`config.mk`:
```
export PLATFORM = sky130hd
export DESIGN_NAME = lcd_char_4bit_bus_sequencer_top
export DESIGN_NICKNAME = d
export VERILOG_FILES = /design/src/hw/rtl/lcdseq_pkg.sv /design/src/hw/rtl/lcdseq_front.sv /design/src/hw/rtl/lcdseq_queue.sv /design/src/hw/rtl/lcdseq_back.sv /design/src/hw/rtl/lcdseq_top.sv
export SDC_FILE = /design/constraint.sdc
export NUM_CORES = 1
export LEC_CHECK = 0
export ABC_AREA = 1
export ABC_CLOCK_PERIOD_IN_PS = 5650
export BUFFER_PORTS_ARGS = -buffer_cell sky130_fd_sc_hd__buf_4
export CORE_UTILIZATION = 25
export CTS_BUF_LIST = sky130_fd_sc_hd__clkbuf_4 sky130_fd_sc_hd__clkbuf_8
export DETAILED_ROUTE_END_ITERATION = 10
export GPL_TIMING_DRIVEN = 0
export PLACE_DENSITY = 0.39
export SLEW_MARGIN = 20
export SYNTH_ARGS = -nofsm -noshare
export SYNTH_HDL_FRONTEND = slang
export SYNTH_HIERARCHICAL = 1
export SYNTH_SLANG_ARGS = --single-unit
```
`constraint.sdc`:
```
create_clock -name i_clk -period 5.65 [get_ports i_clk]
set_clock_uncertainty 0.1 [all_clocks]
set_input_delay 1.13 -clock i_clk [delete_from_list [all_inputs] [get_ports i_clk]]
set_output_delay 1.13 -clock i_clk [all_outputs]
set_load 0.05 [all_outputs]
```
`src/hw/rtl/lcdseq_pkg.sv`:
```
// lcdseq_pkg: shared types, codes and byte builders for the character-lcd sequencer
// used by every module of the block; depends on nothing
package lcdseq_pkg;

    // request codes
    localparam logic [3:0] MODE_CHAR      = 4'd0;
    localparam logic [3:0] MODE_CLEAR     = 4'd1;
    localparam logic [3:0] MODE_CUR_SHIFT = 4'd2;
    localparam logic [3:0] MODE_DSP_SHIFT = 4'd3;
    localparam logic [3:0] MODE_ADDRESS   = 4'd4;
    localparam logic [3:0] MODE_LINE      = 4'd5;
    localparam logic [3:0] MODE_DSP_CTL   = 4'd6;
    localparam logic [3:0] MODE_ENTRY     = 4'd7;
    localparam logic [3:0] MODE_FUNCTION  = 4'd8;
    localparam logic [3:0] MODE_RESET     = 4'd9;
    localparam logic [3:0] MODE_INIT      = 4'd10;

    // configuration register indexes
    localparam logic [3:0] CFG_TWO_LINE   = 4'd0;
    localparam logic [3:0] CFG_FONT_5X10  = 4'd1;
    localparam logic [3:0] CFG_DISPLAY_ON = 4'd2;
    localparam logic [3:0] CFG_CURSOR_ON  = 4'd3;
    localparam logic [3:0] CFG_BLINK      = 4'd4;
    localparam logic [3:0] CFG_INCREMENT  = 4'd5;
    localparam logic [3:0] CFG_SHIFT      = 4'd6;
    localparam logic [3:0] CFG_HOLD_MS    = 4'd7;

    // instruction bytes
    localparam logic [7:0] INS_CLEAR      = 8'b0000_0001;
    localparam logic [7:0] INS_ENTRY      = 8'b0000_0100;
    localparam logic [7:0] INS_DSP_CTL    = 8'b0000_1000;
    localparam logic [7:0] INS_CUR_SHIFT  = 8'b0001_0000;
    localparam logic [7:0] INS_DSP_SHIFT  = 8'b0001_1000;
    localparam logic [7:0] INS_FUNCTION   = 8'b0010_0000;
    localparam logic [7:0] INS_SET_ADDR   = 8'b1000_0000;
    localparam logic [7:0] LINE2_ADDR     = 8'h40;

    // wake-up nibbles and waits
    localparam logic [3:0] WAKE_NIB       = 4'b0011;
    localparam logic [3:0] WAKE_NIB_LAST  = 4'b0010;
    localparam logic [7:0] WAKE_WAIT_LONG = 8'd100;
    localparam logic [7:0] WAKE_WAIT_SHORT = 8'd1;

    // sequencer step map: dummy pulse, wake-up pulses, byte pulses
    localparam logic [4:0] STEP_DUMMY     = 5'd0;
    localparam logic [4:0] STEP_WAKE      = 5'd2;
    localparam logic [4:0] STEP_WAKE_END  = 5'd9;
    localparam logic [4:0] STEP_BYTE      = 5'd10;
    localparam logic [4:0] STEP_BYTE_END  = 5'd13;
    localparam logic [4:0] STEP_INIT_END  = 5'd25;

    typedef struct packed {
        logic [3:0] mode;
        logic [7:0] char_code;
        logic [6:0] ram_address;
        logic       right_shift;
        logic       line_number;
    } t_req;

    typedef struct packed {
        logic [7:0] wait_before_ms;
        logic       reg_select;
        logic       enable_pin;
        logic [3:0] data_nibble;
        logic       last_event;
    } t_evt;

    typedef struct packed {
        logic       two_line;
        logic       font_5x10;
        logic       display_on;
        logic       cursor_on;
        logic       cursor_blink;
        logic       increment_on_entry;
        logic       shift_on_entry;
        logic [7:0] pulse_hold_ms;
    } t_cfg;

    typedef enum logic [1:0] {
        CMD_BYTE = 2'd0,
        CMD_WAKE = 2'd1,
        CMD_INIT = 2'd2
    } t_kind;

    // one classified request as held in the queue
    typedef struct packed {
        t_kind      kind;
        logic       rs;
        logic [7:0] data;
    } t_cmd;

    function automatic logic [7:0] func_byte(input t_cfg cfg);
        func_byte = INS_FUNCTION | {4'b0, cfg.two_line, cfg.font_5x10, 2'b0};
    endfunction

    function automatic logic [7:0] disp_byte(input t_cfg cfg);
        disp_byte = INS_DSP_CTL | {5'b0, cfg.display_on, cfg.cursor_on, cfg.cursor_blink};
    endfunction

    function automatic logic [7:0] entry_byte(input t_cfg cfg);
        entry_byte = INS_ENTRY | {6'b0, cfg.increment_on_entry, cfg.shift_on_entry};
    endfunction

endpackage

```
`src/hw/rtl/lcdseq_front.sv`:
```
// lcdseq_front: decodes a request into a queued command (byte, wake-up or init)
// depends on lcdseq_pkg
module lcdseq_front (
    input  lcdseq_pkg::t_req i_req,
    input  lcdseq_pkg::t_cfg i_cfg,
    output logic             o_push_ok,
    output lcdseq_pkg::t_cmd o_cmd
);

    // instruction or data byte per request code
    always_comb begin
        o_push_ok  = 1'b1;
        o_cmd.kind = lcdseq_pkg::CMD_BYTE;
        o_cmd.rs   = 1'b0;
        o_cmd.data = 8'h00;
        unique case (i_req.mode)
            lcdseq_pkg::MODE_CHAR: begin
                o_cmd.rs   = 1'b1;
                o_cmd.data = i_req.char_code;
            end
            lcdseq_pkg::MODE_CLEAR:
                o_cmd.data = lcdseq_pkg::INS_CLEAR;
            lcdseq_pkg::MODE_CUR_SHIFT:
                o_cmd.data = lcdseq_pkg::INS_CUR_SHIFT | {5'b0, i_req.right_shift, 2'b0};
            lcdseq_pkg::MODE_DSP_SHIFT:
                o_cmd.data = lcdseq_pkg::INS_DSP_SHIFT | {5'b0, i_req.right_shift, 2'b0};
            lcdseq_pkg::MODE_ADDRESS:
                o_cmd.data = lcdseq_pkg::INS_SET_ADDR | {1'b0, i_req.ram_address};
            lcdseq_pkg::MODE_LINE:
                o_cmd.data = i_req.line_number
                           ? (lcdseq_pkg::INS_SET_ADDR | lcdseq_pkg::LINE2_ADDR)
                           : lcdseq_pkg::INS_SET_ADDR;
            lcdseq_pkg::MODE_DSP_CTL:
                o_cmd.data = lcdseq_pkg::disp_byte(i_cfg);
            lcdseq_pkg::MODE_ENTRY:
                o_cmd.data = lcdseq_pkg::entry_byte(i_cfg);
            lcdseq_pkg::MODE_FUNCTION:
                o_cmd.data = lcdseq_pkg::func_byte(i_cfg);
            lcdseq_pkg::MODE_RESET:
                o_cmd.kind = lcdseq_pkg::CMD_WAKE;
            lcdseq_pkg::MODE_INIT:
                o_cmd.kind = lcdseq_pkg::CMD_INIT;
            // undefined codes are swallowed without events
            default:
                o_push_ok = 1'b0;
        endcase
    end

endmodule

```
`src/hw/rtl/lcdseq_queue.sv`:
```
// lcdseq_queue: small flop-based command fifo between decoder and sequencer
// depends on lcdseq_pkg
module lcdseq_queue #(
    parameter int DEPTH = 4
) (
    input  logic             i_clk,
    input  logic             i_rst_n,
    input  logic             i_push,
    input  lcdseq_pkg::t_cmd i_cmd,
    input  logic             i_pop,
    output logic             o_full,
    output logic             o_empty,
    output lcdseq_pkg::t_cmd o_head
);

    localparam int PW = $clog2(DEPTH);
    localparam int CW = $clog2(DEPTH + 1);

    lcdseq_pkg::t_cmd r_mem [DEPTH];
    logic [PW-1:0]    r_wr_ptr, n_wr_ptr;
    logic [PW-1:0]    r_rd_ptr, n_rd_ptr;
    logic [CW-1:0]    r_count, n_count;
    logic             w_push, w_pop;

    assign o_full  = (r_count == CW'(DEPTH));
    assign o_empty = (r_count == '0);
    assign o_head  = r_mem[r_rd_ptr];
    assign w_push  = i_push && !o_full;
    assign w_pop   = i_pop && !o_empty;

    // pointer and fill count update
    always_comb begin
        n_wr_ptr = r_wr_ptr;
        n_rd_ptr = r_rd_ptr;
        n_count  = r_count;
        if (w_push) begin
            n_wr_ptr = (r_wr_ptr == PW'(DEPTH - 1)) ? '0 : r_wr_ptr + 1'b1;
        end
        if (w_pop) begin
            n_rd_ptr = (r_rd_ptr == PW'(DEPTH - 1)) ? '0 : r_rd_ptr + 1'b1;
        end
        if (w_push && !w_pop) begin
            n_count = r_count + 1'b1;
        end else if (w_pop && !w_push) begin
            n_count = r_count - 1'b1;
        end
    end

    always_ff @(posedge i_clk) begin
        if (!i_rst_n) begin
            r_wr_ptr <= '0;
            r_rd_ptr <= '0;
            r_count  <= '0;
        end else begin
            r_wr_ptr <= n_wr_ptr;
            r_rd_ptr <= n_rd_ptr;
            r_count  <= n_count;
        end
    end

    // storage, no reset
    always_ff @(posedge i_clk) begin
        if (w_push) begin
            r_mem[r_wr_ptr] <= i_cmd;
        end
    end

endmodule

```
`src/hw/rtl/lcdseq_back.sv`:
```
// lcdseq_back: step sequencer turning queued commands into pin events, with output register
// depends on lcdseq_pkg
module lcdseq_back (
    input  logic             i_clk,
    input  logic             i_rst_n,
    input  lcdseq_pkg::t_cfg i_cfg,
    input  logic             i_empty,
    input  lcdseq_pkg::t_cmd i_head,
    output logic             o_pop,
    output logic             o_valid,
    input  logic             i_stall,
    output lcdseq_pkg::t_evt o_data
);

    logic             r_active, n_active;
    logic [4:0]       r_step, n_step;
    logic             r_rs, n_rs;
    logic [3:0]       r_nib, n_nib;
    logic             r_out_valid;
    lcdseq_pkg::t_evt r_out;

    logic             w_load;
    logic             w_emit;
    logic [4:0]       w_start, w_end, w_step;
    logic [2:0]       w_wake_idx;
    logic [3:0]       w_byte_idx;
    logic [7:0]       w_byte;
    lcdseq_pkg::t_evt w_evt;

    assign w_load  = !r_out_valid || !i_stall;
    assign w_emit  = w_load && !i_empty;
    assign o_pop   = w_emit && (w_step == w_end);
    assign o_valid = r_out_valid;
    assign o_data  = r_out;

    // step range per command kind
    always_comb begin
        unique case (i_head.kind)
            lcdseq_pkg::CMD_WAKE: begin
                w_start = lcdseq_pkg::STEP_WAKE;
                w_end   = lcdseq_pkg::STEP_WAKE_END;
            end
            lcdseq_pkg::CMD_INIT: begin
                w_start = lcdseq_pkg::STEP_DUMMY;
                w_end   = lcdseq_pkg::STEP_INIT_END;
            end
            default: begin
                w_start = lcdseq_pkg::STEP_BYTE;
                w_end   = lcdseq_pkg::STEP_BYTE_END;
            end
        endcase
    end

    assign w_step     = r_active ? r_step : w_start;
    assign w_wake_idx = 3'(w_step - lcdseq_pkg::STEP_WAKE);
    assign w_byte_idx = 4'(w_step - lcdseq_pkg::STEP_BYTE);

    // byte for the current transfer: queued byte, or one of the init bytes
    always_comb begin
        if (i_head.kind != lcdseq_pkg::CMD_INIT) begin
            w_byte = i_head.data;
        end else begin
            case (w_byte_idx[3:2])
                2'd0:    w_byte = lcdseq_pkg::func_byte(i_cfg);
                2'd1:    w_byte = lcdseq_pkg::INS_CLEAR;
                2'd2:    w_byte = lcdseq_pkg::disp_byte(i_cfg);
                default: w_byte = lcdseq_pkg::entry_byte(i_cfg);
            endcase
        end
    end

    // pin event for the current step
    always_comb begin
        w_evt.last_event = (w_step == w_end);
        if (w_step < lcdseq_pkg::STEP_WAKE) begin
            // dummy pulse keeps the present bus levels
            w_evt.reg_select     = r_rs;
            w_evt.data_nibble    = r_nib;
            w_evt.enable_pin     = !w_step[0];
            w_evt.wait_before_ms = w_step[0] ? i_cfg.pulse_hold_ms : 8'd0;
        end else if (w_step < lcdseq_pkg::STEP_BYTE) begin
            w_evt.reg_select  = 1'b0;
            w_evt.data_nibble = (w_wake_idx[2:1] == 2'd3) ? lcdseq_pkg::WAKE_NIB_LAST
                                                           : lcdseq_pkg::WAKE_NIB;
            w_evt.enable_pin  = !w_wake_idx[0];
            if (w_wake_idx[0]) begin
                w_evt.wait_before_ms = i_cfg.pulse_hold_ms;
            end else if (w_wake_idx[2:1] == 2'd0) begin
                w_evt.wait_before_ms = lcdseq_pkg::WAKE_WAIT_LONG;
            end else if (w_wake_idx[2:1] == 2'd3) begin
                w_evt.wait_before_ms = 8'd0;
            end else begin
                w_evt.wait_before_ms = lcdseq_pkg::WAKE_WAIT_SHORT;
            end
        end else begin
            // high nibble pulse, then low nibble pulse
            w_evt.reg_select     = (i_head.kind == lcdseq_pkg::CMD_BYTE) ? i_head.rs : 1'b0;
            w_evt.data_nibble    = w_byte_idx[1] ? w_byte[3:0] : w_byte[7:4];
            w_evt.enable_pin     = !w_byte_idx[0];
            w_evt.wait_before_ms = w_byte_idx[0] ? i_cfg.pulse_hold_ms : 8'd0;
        end
    end

    // sequencer and pin level tracking
    always_comb begin
        n_active = r_active;
        n_step   = r_step;
        n_rs     = r_rs;
        n_nib    = r_nib;
        if (w_emit) begin
            n_rs  = w_evt.reg_select;
            n_nib = w_evt.data_nibble;
            if (w_step == w_end) begin
                n_active = 1'b0;
            end else begin
                n_active = 1'b1;
                n_step   = w_step + 5'd1;
            end
        end
    end

    always_ff @(posedge i_clk) begin
        if (!i_rst_n) begin
            r_active    <= 1'b0;
            r_step      <= '0;
            r_rs        <= 1'b0;
            r_nib       <= '0;
            r_out_valid <= 1'b0;
        end else begin
            r_active <= n_active;
            r_step   <= n_step;
            r_rs     <= n_rs;
            r_nib    <= n_nib;
            if (w_load) begin
                r_out_valid <= w_emit;
            end
        end
    end

    // output word register
    always_ff @(posedge i_clk) begin
        if (w_emit) begin
            r_out <= w_evt;
        end
    end

endmodule

```
`src/hw/rtl/lcdseq_top.sv`:
```
// lcd_char_4bit_bus_sequencer_top: configuration registers, decoder, command queue, sequencer
// depends on lcdseq_pkg, lcdseq_front, lcdseq_queue, lcdseq_back
//
// Character-LCD 4-bit bus sequencer. Each accepted request word becomes a run of
// pin event words (RS, E, D7..D4 and a wait in ms), the last one flagged. The sequencer
// emits one event per clock while the output is not stalled: 4 for a byte request, 8
// for a reset and 26 for a full init; unused request codes produce nothing. A
// QUEUE_DEPTH-entry command queue sits between decoder and sequencer, so requests are
// taken while events drain until it fills; the output register holds a stalled event.
// Configuration writes are always ready and should be made while idle.
module lcd_char_4bit_bus_sequencer_top #(
    parameter int QUEUE_DEPTH = 4
) (
    input  logic             i_clk,
    input  logic             i_rst_n,
    input  logic             i_in_valid,
    output logic             o_in_stall,
    input  lcdseq_pkg::t_req i_in_data,
    output logic             o_out_valid,
    input  logic             i_out_stall,
    output lcdseq_pkg::t_evt o_out_data,
    input  logic             i_cfg_valid,
    output logic             o_cfg_ready,
    input  logic [3:0]       i_cfg_index,
    input  logic [7:0]       i_cfg_data
);

    lcdseq_pkg::t_cfg r_cfg;
    lcdseq_pkg::t_cmd w_cmd, w_head;
    logic             w_push_ok, w_full, w_empty, w_pop;

    assign o_cfg_ready = 1'b1;
    assign o_in_stall  = w_full;

    // configuration registers
    always_ff @(posedge i_clk) begin
        if (!i_rst_n) begin
            r_cfg.two_line           <= 1'b1;
            r_cfg.font_5x10          <= 1'b0;
            r_cfg.display_on         <= 1'b1;
            r_cfg.cursor_on          <= 1'b1;
            r_cfg.cursor_blink       <= 1'b1;
            r_cfg.increment_on_entry <= 1'b1;
            r_cfg.shift_on_entry     <= 1'b0;
            r_cfg.pulse_hold_ms      <= 8'd5;
        end else if (i_cfg_valid) begin
            case (i_cfg_index)
                lcdseq_pkg::CFG_TWO_LINE:   r_cfg.two_line           <= i_cfg_data[0];
                lcdseq_pkg::CFG_FONT_5X10:  r_cfg.font_5x10          <= i_cfg_data[0];
                lcdseq_pkg::CFG_DISPLAY_ON: r_cfg.display_on         <= i_cfg_data[0];
                lcdseq_pkg::CFG_CURSOR_ON:  r_cfg.cursor_on          <= i_cfg_data[0];
                lcdseq_pkg::CFG_BLINK:      r_cfg.cursor_blink       <= i_cfg_data[0];
                lcdseq_pkg::CFG_INCREMENT:  r_cfg.increment_on_entry <= i_cfg_data[0];
                lcdseq_pkg::CFG_SHIFT:      r_cfg.shift_on_entry     <= i_cfg_data[0];
                lcdseq_pkg::CFG_HOLD_MS:    r_cfg.pulse_hold_ms      <= i_cfg_data;
                default: ;
            endcase
        end
    end

    // request decoder
    lcdseq_front u_front (
        .i_req     (i_in_data),
        .i_cfg     (r_cfg),
        .o_push_ok (w_push_ok),
        .o_cmd     (w_cmd)
    );

    // command queue
    lcdseq_queue #(
        .DEPTH (QUEUE_DEPTH)
    ) u_queue (
        .i_clk   (i_clk),
        .i_rst_n (i_rst_n),
        .i_push  (i_in_valid && w_push_ok),
        .i_cmd   (w_cmd),
        .i_pop   (w_pop),
        .o_full  (w_full),
        .o_empty (w_empty),
        .o_head  (w_head)
    );

    // pin event sequencer
    lcdseq_back u_back (
        .i_clk   (i_clk),
        .i_rst_n (i_rst_n),
        .i_cfg   (r_cfg),
        .i_empty (w_empty),
        .i_head  (w_head),
        .o_pop   (w_pop),
        .o_valid (o_out_valid),
        .i_stall (i_out_stall),
        .o_data  (o_out_data)
    );

endmodule
```
==> impl_metrics.json <==
{
  "rsz0062_at_grt": "false",
  "n_fill_cell": 1981,
  "tns_ns": 0,
  "tightest_slew_ns": 0.753,
  "die-area_sq_mm": 0.0196,
  "netlist_area_sq_mm": 0.00475,
  "cp-start-kind": "flop",
  "fin_crit_sh": 0.645,
  "hpwl_mm": 9.18,
  "p_per_area_mw_per_mm2": 299,
  "ys_types": 33,
  "r2r_slack_ns": 2.00,
  "grt_start_max_net_pins": 25,
  "insertion_delay_ns": 0.38,
  "ys.flop_type": "edfxtp_1",
  "multi_input_area_sq_mm": 0.00192,
  "io_pins": 56,
  "io_buffers": 53,
  "cts_resized": 0,
  "ys_seq_elements": 95,
  "synth-edff-count": 59,
  "drt-total-wl_mm": 12.3,
  "pwr-share-comb": 0.257,
  "drv_cap": 0,
  "antenna_found_initial": 0,
  "yosysWarnings": 6,
  "fp.coreArea_sq_mm": 0.0186,
  "fp.dieW_um": 140,
  "setup_viol_count_final": 0,
  "postSynth.asyncResetShare": 0,
  "fin_ws_ns": 2.00,
  "drtIter0Drc": 208,
  "pwr-share-seq": 0.495,
  "cts_sinks": 95,
  "synth_area_per_cell_sq_um": 8.80,
  "vdd.ir_drop.worst_mv": 0.105,
  "grt_pass1_vias": 3656,
  "grt_use_total": 0.134,
  "place_ws_ns": 1.76,
  "power_mw": 1.69,
  "grt_pass1_wl_mm": 19.8,
  "power.clock.fraction": 0.248,
  "reg2regPathDepth": 17,
  "arrival_ns": 3.82,
  "fmax_mhz": 274,
  "holdPathStages": 2,
  "clk_path_buf_depth": 2,
  "dr_total_vias": 3739,
  "vias_per_cell": 4.44,
  "final_layout_size_suffix_gt1_frac": 0.215,
  "path_class": "flop to flop",
  "initial_core_util": 0.255,
  "first_pass_iters": 4,
  "clk_pin_slew_worst_paths_ns": 0.09,
  "outcome": "finished, final reports clean",
  "htreeDepth": 3,
  "hold_viol_final": 0,
  "min_period_ns": 3.65,
  "p_int_mw": 1.13,
  "slowest_stage": "fa_1",
  "ant_nets": 0,
  "maxSlewViolCount": 0,
  "maxSlewHeadroom": 0.497,
  "drc": 0,
  "seq_area_sq_mm": 0.00249,
  "root_buffer": "clkbuf_8",
  "die_h_um": 140,
  "switching_share": 0.331,
  "crit_path_cell_trace": "buf_2 > o21ai_1 > o22ai_1 > inv_1 > ha_1 > buf_2 > nand2_1 > nand3_1 > nor2_2 > inv_1 > nor2_1 > nand2_2 > ha_1 > inv_1 > fa_1 > o21ai_0 > nor2_1",
  "num_rows": 50,
  "grt_overflow_total": 0,
  "switching_power_mw": 0.558,
  "num_antenna_cells": 0,
  "nNetsFinal": 655,
  "crit_fanout": 10,
  "p_leak_nw": 2.41,
  "cts_setup_buffers": 0,
  "worst_ep_required_time_ns": 5.82,
  "path_common_cell": "inv_1",
  "numCtsBuffers": 9,
  "synth_fp_nets": 591,
  "wire_per_inst_um": 14.5,
  "synth_seq_area_share": 0.524,
  "synthCells": 540,
  "area_growth_pct": 18.7,
  "gp_congestion": 0.790,
  "cts_tree": "done",
  "hold_path_class": "flop to flop",
  "end_kind": "flop",
  "hold_buffers": 0,
  "cpPeakStageDelay_ns": 0.40
}
-- power groups by stage --
stage | logic [mW] | clock network [mW] | registers (mW)
2_1_floorplan | 0.221 | 0 | 0.931
3_3_place_gp | 0.436 | 0 | 0.851
3_5_place_dp | 0.439 | 0 | 0.851
4_1_cts | 0.440 | 0.437 | 0.836
5_1_grt | 0.482 | 0.459 | 0.843
6_report | 0.433 | 0.418 | 0.835
-- cells in the mapped netlist (2+ instances only) --
| master | n | area [sq um] |
|---|---|---|
| a211oi_1 | 3 | 22.5 |
| a21oi_1 | 9 | 45.0 |
| a21oi_2 | 3 | 26.3 |
| buf_2 | 4 | 20.0 |
| buf_4 | 2 | 15.0 |
| buf_6 | 6 | 67.6 |
| dfxtp_1 | 36 | 721 |
| edfxtp_1 | 59 | 1770 |
| ha_1 | 12 | 150 |
| inv_1 | 59 | 221 |
| inv_2 | 9 | 33.8 |
| nand2_1 | 105 | 394 |
| nand2_2 | 12 | 75.1 |
| nand2_4 | 4 | 45.0 |
| nand3_1 | 34 | 170 |
| nand3_2 | 2 | 20.0 |
| nand3b_1 | 8 | 60.1 |
| nand4_1 | 7 | 43.8 |
| nor2_1 | 86 | 323 |
| nor2_2 | 7 | 43.8 |
| nor2_4 | 6 | 67.6 |
| nor3_1 | 5 | 25.0 |
| o211ai_1 | 6 | 45.0 |
| o21ai_0 | 14 | 70.1 |
| o21ai_1 | 20 | 100 |
| o21ai_2 | 3 | 26.3 |
| o22ai_1 | 11 | 68.8 |
| xor2_1 | 3 | 26.3 |
-- final timing paths --
kind	from	end
setup / recovery	flop	u_queue/r_count[1]
hold / removal	r_cfg[7]	r_cfg[7]
setup reg to reg	flop	u_queue/r_count[1]
hold reg to reg	r_cfg[7]	r_cfg[7]
-- area by class of cell --
type                            count  area share
Clock buffer                       13      0.0284
Clock inverter                      3     0.00355
Sequential cell                    95       0.442
Tap cell                          234      0.0519
Inverter                           68      0.0453
Timing Repair Buffer               53      0.0705
Buffer                             12      0.0182
Multi-Input combinational cell    365       0.340
-- through the flow --
step	std cells	cell area, sq um	hold WS [ns]	utilization
final	843	5640	0.389	0.303
after global routing	843	5640	0.413	0.303
after CTS	843	5640	0.395	0.303
after detailed placement	827	5460	0.378	0.293
after global placement	827	5440	0.370	0.292
after floorplan	540	4750	0.342	-
-- cell families (layout without fill, tap and decap cells) --
| logic type | Yosys count | after routing | synth area share |
|---|---|---|---|
| simple gates | 277 | 277 | 0.268 |
| flops | 95 | 95 | 0.524 |
| buf+inv | 80 | 149 | 0.0753 |
| compound gates | 71 | 71 | 0.0901 |
| xor+xnor | 3 | 3 | 0.00553 |
| fa+ha+maj | 13 | 13 | 0.0358 |
| other cells | 1 | 1 | 0.000789 |
-- cells in the final DEF, fill, tap and decap left out, types with 14 or more instances in the layout --
master    netlist  layout
o21ai_0        14      14
edfxtp_1       59      59
nand3_1        34      34
nor2_1         86      82
nand2_1       105     105
o21ai_1        20      20
inv_1          59      59
buf_4           2      55
dfxtp_1        36      36
-- sequential cells by signal (all words and copies together) (netlist names), 2 cells and up, named ones only --
signal	count
r_cfg	15
u_back/o_data	15
u_back/r_nib	4
u_back/r_step	5
u_queue/r_count	3
u_queue/r_mem	44
u_queue/r_rd_ptr	2
u_queue/r_wr_ptr	2
-- critical path: cells and delay by family, from the launching register on --
| kind | cells | cell delay, ns |
|---|---|---|
| flip-flops | 1 | 0.37 |
| AND/OR/NAND/NOR | 6 | 0.87 |
| AO/OA/AOI/OAI | 3 | 0.55 |
| buffers and inverters | 5 | 0.74 |
| adder cells (fa/ha/maj) | 3 | 0.89 |
-- per-layer routing --
metal | GRT usage | up-vias | routed length [um]
met4 | 0.0503 | 0 | 222
met1 | 0.168 | 1749 | 5670
li1 | - | 1905 | -
met5 | 0 | - | 0
met2 | 0.223 | 69 | 5840
met3 | 0.0330 | 16 | 530
No activity file was read; power rests on OpenSTA's default activity.
